**src/rtl/core/bmpc_pkg.sv**
```systemverilog
`default_nettype none

package bmpc_pkg;

    localparam int unsigned MAX_PACKET_BYTES_DEF = 65535;
    localparam int unsigned COUNT_W              = 16;
    localparam int unsigned HEADER_BYTES         = 12;
    localparam int unsigned MIN_PACKET_BYTES     = 14;
    localparam int unsigned SBE_HEADER_BYTES     = 8;
    localparam logic [15:0] DEFAULT_MAX_LEN      = 16'd1024;
    localparam int unsigned QUEUE_DEPTH          = 4;

    typedef enum logic [2:0] {
        PH_HEADER,
        PH_LEN_LO,
        PH_LEN_HI,
        PH_BODY,
        PH_DRAIN
    } phase_t;

    typedef enum logic [2:0] {
        ST_VALID,
        ST_PACKET_SHORT,
        ST_PARTIAL_LENGTH,
        ST_ZERO_LENGTH,
        ST_TOO_LARGE,
        ST_INCOMPLETE,
        ST_BELOW_HEADER
    } status_t;

    typedef enum logic {
        KIND_MESSAGE,
        KIND_STATUS
    } kind_t;

    typedef struct packed {
        kind_t       record_kind;
        logic        last_of_run;
        status_t     status_code;
        logic [31:0] seq_num;
        logic [63:0] send_time;
        logic [15:0] message_total;
        logic [15:0] length_field_offset;
        logic [15:0] message_length;
        logic [15:0] blk_len;
        logic [15:0] tmpl_num;
        logic [15:0] schema_num;
        logic [15:0] schema_version;
    } record_t;

    // Up to two records per input byte: a message record and a packet status.
    typedef struct packed {
        logic [1:0] count;
        record_t    first;
        record_t    second;
    } push_t;

endpackage

`default_nettype wire

```
**src/rtl/core/bmpc_parser.sv**
```systemverilog
`default_nettype none

module bmpc_parser #(
    parameter int unsigned MAX_PACKET_BYTES = bmpc_pkg::MAX_PACKET_BYTES_DEF
) (
    input  wire logic          clk,
    input  wire logic          rst_n,
    input  wire logic          cfg_wr_en,
    input  wire logic [15:0]   cfg_wr_data,
    input  wire logic          accept,
    input  wire logic [7:0]    data_byte,
    input  wire logic          end_of_packet,
    output bmpc_pkg::push_t    push
);
    import bmpc_pkg::*;

    localparam logic [COUNT_W-1:0] SAT_COUNT = COUNT_W'(MAX_PACKET_BYTES);
    localparam logic [COUNT_W-1:0] HDR_LAST  = COUNT_W'(HEADER_BYTES - 1);
    localparam logic [COUNT_W-1:0] MIN_PKT   = COUNT_W'(MIN_PACKET_BYTES);
    localparam logic [15:0]        SBE_HDR   = 16'(SBE_HEADER_BYTES);

    logic [15:0]        max_len_reg;
    logic [COUNT_W-1:0] byte_count_reg, byte_count_next;
    phase_t             phase_reg, phase_next;
    logic [31:0]        seq_reg, seq_next;
    logic [63:0]        time_reg, time_next;
    logic [7:0]         len_lo_reg, len_lo_next;
    logic [15:0]        cur_len_reg, cur_len_next;
    logic [15:0]        body_rem_reg, body_rem_next;
    logic [3:0][15:0]   hw_reg, hw_next;
    logic [15:0]        field_off_reg, field_off_next;
    logic [15:0]        count_reg, count_next;
    status_t            err_reg, err_next;

    logic [15:0] len_word;
    logic [15:0] rem_dec;
    logic [15:0] body_idx;
    logic [2:0]  time_idx;
    logic        body_end;
    logic        msg_done;
    status_t     pkt_status;
    record_t     msg_rec;
    record_t     stat_rec;

    assign len_word = {data_byte, len_lo_reg};
    assign rem_dec  = body_rem_reg - 16'd1;
    assign body_idx = cur_len_reg - body_rem_reg;
    assign time_idx = byte_count_reg[2:0] - 3'd4;
    assign body_end = (phase_reg == PH_BODY) && (rem_dec == 16'd0);
    assign msg_done = body_end && (cur_len_reg >= SBE_HDR);

    // Phase and error latch
    always_comb
    begin
        phase_next = phase_reg;
        err_next   = err_reg;
        case (phase_reg)
            PH_HEADER:
            begin
                if (byte_count_reg >= HDR_LAST)
                    phase_next = PH_LEN_LO;
            end
            PH_LEN_LO:
                phase_next = PH_LEN_HI;
            PH_LEN_HI:
            begin
                if (len_word == 16'd0)
                begin
                    err_next   = ST_ZERO_LENGTH;
                    phase_next = PH_DRAIN;
                end
                else if (len_word > max_len_reg)
                begin
                    err_next   = ST_TOO_LARGE;
                    phase_next = PH_DRAIN;
                end
                else
                    phase_next = PH_BODY;
            end
            PH_BODY:
            begin
                if (body_end)
                begin
                    if (msg_done)
                        phase_next = PH_LEN_LO;
                    else
                    begin
                        err_next   = ST_BELOW_HEADER;
                        phase_next = PH_DRAIN;
                    end
                end
            end
            default:
                phase_next = PH_DRAIN;
        endcase
    end

    // Datapath
    always_comb
    begin
        byte_count_next = byte_count_reg;
        seq_next        = seq_reg;
        time_next       = time_reg;
        len_lo_next     = len_lo_reg;
        cur_len_next    = cur_len_reg;
        body_rem_next   = body_rem_reg;
        hw_next         = hw_reg;
        field_off_next  = field_off_reg;
        count_next      = count_reg;

        if (byte_count_reg < SAT_COUNT)
            byte_count_next = byte_count_reg + COUNT_W'(1);

        case (phase_reg)
            PH_HEADER:
            begin
                if (byte_count_reg < COUNT_W'(4))
                    seq_next[8*byte_count_reg[1:0] +: 8] = data_byte;
                else if (byte_count_reg < COUNT_W'(HEADER_BYTES))
                    time_next[8*time_idx +: 8] = data_byte;
            end
            PH_LEN_LO:
            begin
                field_off_next = 16'(byte_count_reg);
                len_lo_next    = data_byte;
            end
            PH_LEN_HI:
            begin
                cur_len_next = len_word;
                if ((len_word != 16'd0) && (len_word <= max_len_reg))
                begin
                    body_rem_next = len_word;
                    hw_next       = '0;
                end
            end
            PH_BODY:
            begin
                if (body_idx < SBE_HDR)
                    hw_next[body_idx[2:1]][8*body_idx[0] +: 8] = data_byte;
                body_rem_next = rem_dec;
                if (msg_done)
                    count_next = count_reg + 16'd1;
            end
            default:
            begin
            end
        endcase
    end

    always_comb
    begin
        if (byte_count_next < MIN_PKT)
            pkt_status = ST_PACKET_SHORT;
        else if (err_next != ST_VALID)
            pkt_status = err_next;
        else if (phase_next == PH_LEN_HI)
            pkt_status = ST_PARTIAL_LENGTH;
        else if (phase_next == PH_BODY)
            pkt_status = ST_INCOMPLETE;
        else
            pkt_status = ST_VALID;
    end

    always_comb
    begin
        msg_rec                     = '0;
        msg_rec.record_kind         = KIND_MESSAGE;
        msg_rec.last_of_run         = !end_of_packet;
        msg_rec.status_code         = ST_VALID;
        msg_rec.seq_num             = seq_next;
        msg_rec.send_time           = time_next;
        msg_rec.message_total       = count_next;
        msg_rec.length_field_offset = field_off_next;
        msg_rec.message_length      = cur_len_next;
        msg_rec.blk_len             = hw_next[0];
        msg_rec.tmpl_num            = hw_next[1];
        msg_rec.schema_num          = hw_next[2];
        msg_rec.schema_version      = hw_next[3];

        stat_rec                 = '0;
        stat_rec.record_kind     = KIND_STATUS;
        stat_rec.last_of_run     = 1'b1;
        stat_rec.status_code     = pkt_status;
        stat_rec.message_total   = count_next;
        if (pkt_status != ST_PACKET_SHORT)
        begin
            stat_rec.seq_num   = seq_next;
            stat_rec.send_time = time_next;
        end

        push.count  = accept ? (2'(msg_done) + 2'(end_of_packet)) : 2'd0;
        push.first  = msg_done ? msg_rec : stat_rec;
        push.second = stat_rec;
    end

    always_ff @(posedge clk or negedge rst_n)
    begin
        if (!rst_n)
            max_len_reg <= DEFAULT_MAX_LEN;
        else if (cfg_wr_en)
            max_len_reg <= cfg_wr_data;
    end

    always_ff @(posedge clk or negedge rst_n)
    begin
        if (!rst_n)
        begin
            byte_count_reg <= '0;
            phase_reg      <= PH_HEADER;
            seq_reg        <= '0;
            time_reg       <= '0;
            len_lo_reg     <= '0;
            cur_len_reg    <= '0;
            body_rem_reg   <= '0;
            hw_reg         <= '0;
            field_off_reg  <= '0;
            count_reg      <= '0;
            err_reg        <= ST_VALID;
        end
        else if (accept)
        begin
            if (end_of_packet)
            begin
                byte_count_reg <= '0;
                phase_reg      <= PH_HEADER;
                seq_reg        <= '0;
                time_reg       <= '0;
                len_lo_reg     <= '0;
                cur_len_reg    <= '0;
                body_rem_reg   <= '0;
                hw_reg         <= '0;
                field_off_reg  <= '0;
                count_reg      <= '0;
                err_reg        <= ST_VALID;
            end
            else
            begin
                byte_count_reg <= byte_count_next;
                phase_reg      <= phase_next;
                seq_reg        <= seq_next;
                time_reg       <= time_next;
                len_lo_reg     <= len_lo_next;
                cur_len_reg    <= cur_len_next;
                body_rem_reg   <= body_rem_next;
                hw_reg         <= hw_next;
                field_off_reg  <= field_off_next;
                count_reg      <= count_next;
                err_reg        <= err_next;
            end
        end
    end

endmodule

`default_nettype wire

```
**config.mk**
```make
export PLATFORM = sky130hd
export DESIGN_NAME = bmpc_parser
export DESIGN_NICKNAME = d
export VERILOG_FILES = /design/src/rtl/core/bmpc_pkg.sv /design/src/rtl/core/bmpc_parser.sv
export SDC_FILE = /design/constraint.sdc
export NUM_CORES = 1
export LEC_CHECK = 0
export BUFFER_PORTS_ARGS = -buffer_cell sky130_fd_sc_hd__buf_2
export CAP_MARGIN = 5
export CORE_MARGIN = 5
export CORE_UTILIZATION = 25
export CTS_BUF_LIST = sky130_fd_sc_hd__clkbuf_8 sky130_fd_sc_hd__clkbuf_16
export DETAILED_ROUTE_END_ITERATION = 10
export PLACE_DENSITY = 0.53
export REMOVE_ABC_BUFFERS = 1
export SLEW_MARGIN = 20
export SYNTH_ARGS = -nofsm -noshare
export SYNTH_HDL_FRONTEND = slang
export SYNTH_SLANG_ARGS = --single-unit
```
**constraint.sdc**
```tcl
create_clock -name clk -period 11.4 [get_ports clk]
set_input_delay 2.28 -clock clk [delete_from_list [all_inputs] [get_ports clk]]
set_output_delay 2.28 -clock clk [all_outputs]
set_load 0.02 [all_outputs]
```
==> flow_summary.json <==
{
  "relSlewSlack_pct": 19.8,
  "critical_path.top_delay_family": "compound AO/OA/AOI/OAI gates",
  "cp_data_required_time_ns": 9.12,
  "timing.final.crit_period_ns": 8.35,
  "post_cts_buffers": 0,
  "routed_via_density": 4.92,
  "cp.arrival_ns": 6.07,
  "synth_edf_count": 0,
  "path_buf_inv": 4,
  "p_comb_share_pct": 13.1,
  "power_frac_seq_pct": 39.7,
  "die_h_um": 278,
  "tightest_slew_ns": 1.19,
  "fin_hold_ws_ns": 0.478,
  "port_buffers": 358,
  "ctsHoldBuffers": 0,
  "dr.pass1.iters": 5,
  "ys_async_sr_fraction_pct": 100,
  "die-area_um2": 77400,
  "final_cell_mix": "nor2_1 (368), buf_2 (357), dfrtp_1 (269), nand2_1 (235), a21oi_1 (147)",
  "gp_congestion": 0.900,
  "grt_pass1_vias": 16200,
  "synth_ff_type": "dfrtp_1",
  "clkLatencyLatePin_ns": 0.56,
  "p_int_uw": 1800,
  "swShare_pct": 29.3,
  "critPathCaptureType": "primary output",
  "cts_buffer_depth": 3,
  "synth-simple-area-share_pct": 21.0,
  "numCtsBuffers": 36,
  "postSynthCellCount": 2228,
  "grt.overflow.total": 0,
  "finalNetCount": 2563,
  "hold_violations": 0,
  "fmax_ghz": 0.120,
  "p_total_uw": 2540,
  "diodes": 0,
  "ant_nets": 0,
  "worstPathCellList": "buf_2 -> buf_4 -> ha_1 -> a21o_1 -> a21o_1 -> a2111oi_0 -> a211o_1 -> a31o_4 -> and2_4 -> buf_4 -> nor2_1 -> buf_2",
  "cpPeakStageDelay_ns": 0.64,
  "core-area_um2": 71500,
  "ir_drop_mv": 0.0672,
  "dpl.hpwl_um": 49400,
  "synth_top_family_by_area": "compound AO/OA/AOI/OAI gates",
  "numClockSinks": 270,
  "power_density_nw_per_um2": 119,
  "clock_skew_ns": 0.0323,
  "fin_setup_tns_ns": 0,
  "synthAdderAreaFrac_pct": 3.03,
  "initial_core_util_pct": 25.2,
  "yosysWarnings": 0,
  "clkPwrFrac_pct": 47.2,
  "antenna_found_initial": 3,
  "drt-total-wl_um": 69500,
  "wl_per_cell_um": 20.0,
  "cpMaxStageDelayCell": "buf_4",
  "ys_seq_area_share_pct": 37.6,
  "status": "completed",
  "worstPathMaxFanout": 85,
  "synth_compound_area_share_pct": 22.2,
  "hold_class": "register to register",
  "synth.largest_area_cell": "dfrtp_1",
  "rows": 98,
  "synth-xor-area-share_pct": 1.22,
  "grt_max_degree": 86,
  "avgSynthCellArea_um2": 8.08,
  "setup_viol": 0,
  "clock-root-buffer": "clkbuf_16",
  "p_leak_uw": 0.00996,
  "synth_cell_types": 91,
  "drv_cap": 0,
  "grt_use_total_pct": 17.0,
  "yosysTopAreaCellShare_pct": 37.4,
  "synth_area_leaders": "dfrtp_1 (37%), nor2_1 (7.7%), buf_4 (5.0%), nand2_1 (4.9%), mux2i_1 (4.2%)",
  "instances_no_fill": 3469,
  "final_common_cell": "nor2_1",
  "switchingPower_uw": 743,
  "ys_seq_elements": 270,
  "path_class": "input pin to primary output",
  "drc_errors": 0,
  "grt_setup_unrepaired": "false",
  "vias": 17100,
  "cts-resized-gates": 0,
  "clkTransAtPathRegs_ns": 0.05,
  "io_pins": 457,
  "slew_viol_final": 0,
  "syn_to_final_growth_pct": 18.8,
  "cp-start-kind": "input pin",
  "grt_pass1_wl_um": 104000,
  "drtIter0Drc": 1381,
  "r2r_slack_ns": 6.72,
  "synth.cell_area_um2": 18000,
  "drive_above_1_share_pct": 19.6,
  "htreeDepth": 2,
  "die_w_um": 278,
  "synthMuxAreaShare_pct": 4.30,
  "cts_tree": "yes",
  "dpl.cell_count": 3403,
  "fin_crit_sh_pct": 73.3
}
[power groups by stage]
stage                     Sequential [uW]  Combinational, uW  Clock (uW)
after floorplan                      1020                200           0
after global placement               1020                332           0
after detailed placement             1030                333           0
after CTS                            1010                334        1230
after global routing                 1010                369        1270
final                                1010                332        1200
[worst reg2reg max path, stage by stage, from the launching register on]
cell and delay, ns:
dfrtp_1 0.57, ha_1 0.26, inv_1 0.06, fa_1 0.48
a211oi_1 0.33, o21a_1 0.24, nor4_1 0.08, or3_4 0.34
a2111oi_4 0.43, and4b_1 0.36, nand4_1 0.59, a21oi_2 0.62
o22ai_1 0.16
[cells in the mapped netlist, types with 44 or more instances]
master	instances
a21oi_1	147
clkbuf_1	104
a31oi_1	44
nor2_1	370
mux2i_1	75
dfrtp_1	269
buf_4	121
nand2_1	236
o2bb2ai_1	66
nor2b_1	46
o21ai_0	134
inv_1	108
o22ai_1	52
[cell type report]
type	count	area (um^2)
Fill cell	7752	50100
Timing Repair Buffer	389	2030
Clock inverter	23	229
Tap cell	950	1190
Inverter	109	412
Multi-Input combinational cell	1685	9750
Clock buffer	43	1010
Sequential cell	270	6760
[cells by family after synthesis]
logic type	after synthesis
AO/OA/AOI/OAI	607
XOR/XNOR	25
adder cells (fa/ha/maj)	43
buffers and inverters	369
flip-flops	270
multiplexers	77
other	2
AND/OR/NAND/NOR	835
[through the flow]
stage | cell area [um^2] | worst slack, ns | utilization (%)
detailed placement | 20100 | 3.09 | 28.2
global route | 21400 | 2.80 | 29.9
CTS | 21400 | 3.08 | 29.9
global placement | 20100 | 3.23 | 28.2
floorplan | 16900 | 1.59 | -
finish | 21400 | 3.05 | 29.9
[worst paths after layout]
path | start | to | depth (start not counted)
setup / recovery | data_byte[5] | push[398] | 12
setup reg to reg | body_rem_reg[0] | hw_reg[4] | 12
min in group asynchronous | rst_n | count_reg[10] | 1
hold reg to reg | seq_reg[16] | seq_reg[16] | 1
hold / removal | seq_reg[16] | seq_reg[16] | 1
max in group asynchronous | rst_n | time_reg[37] | 3
[metal layers]
| layer | wire (um) | track usage [%] |
|---|---|---|
| met1 | 30800 | 23.3 |
| met2 | 31500 | 27.0 |
| met3 | 5780 | 4.08 |
| met4 | 1430 | 4.08 |
| met5 | 13 | 0 |
(Power assumes the default switching activity.)
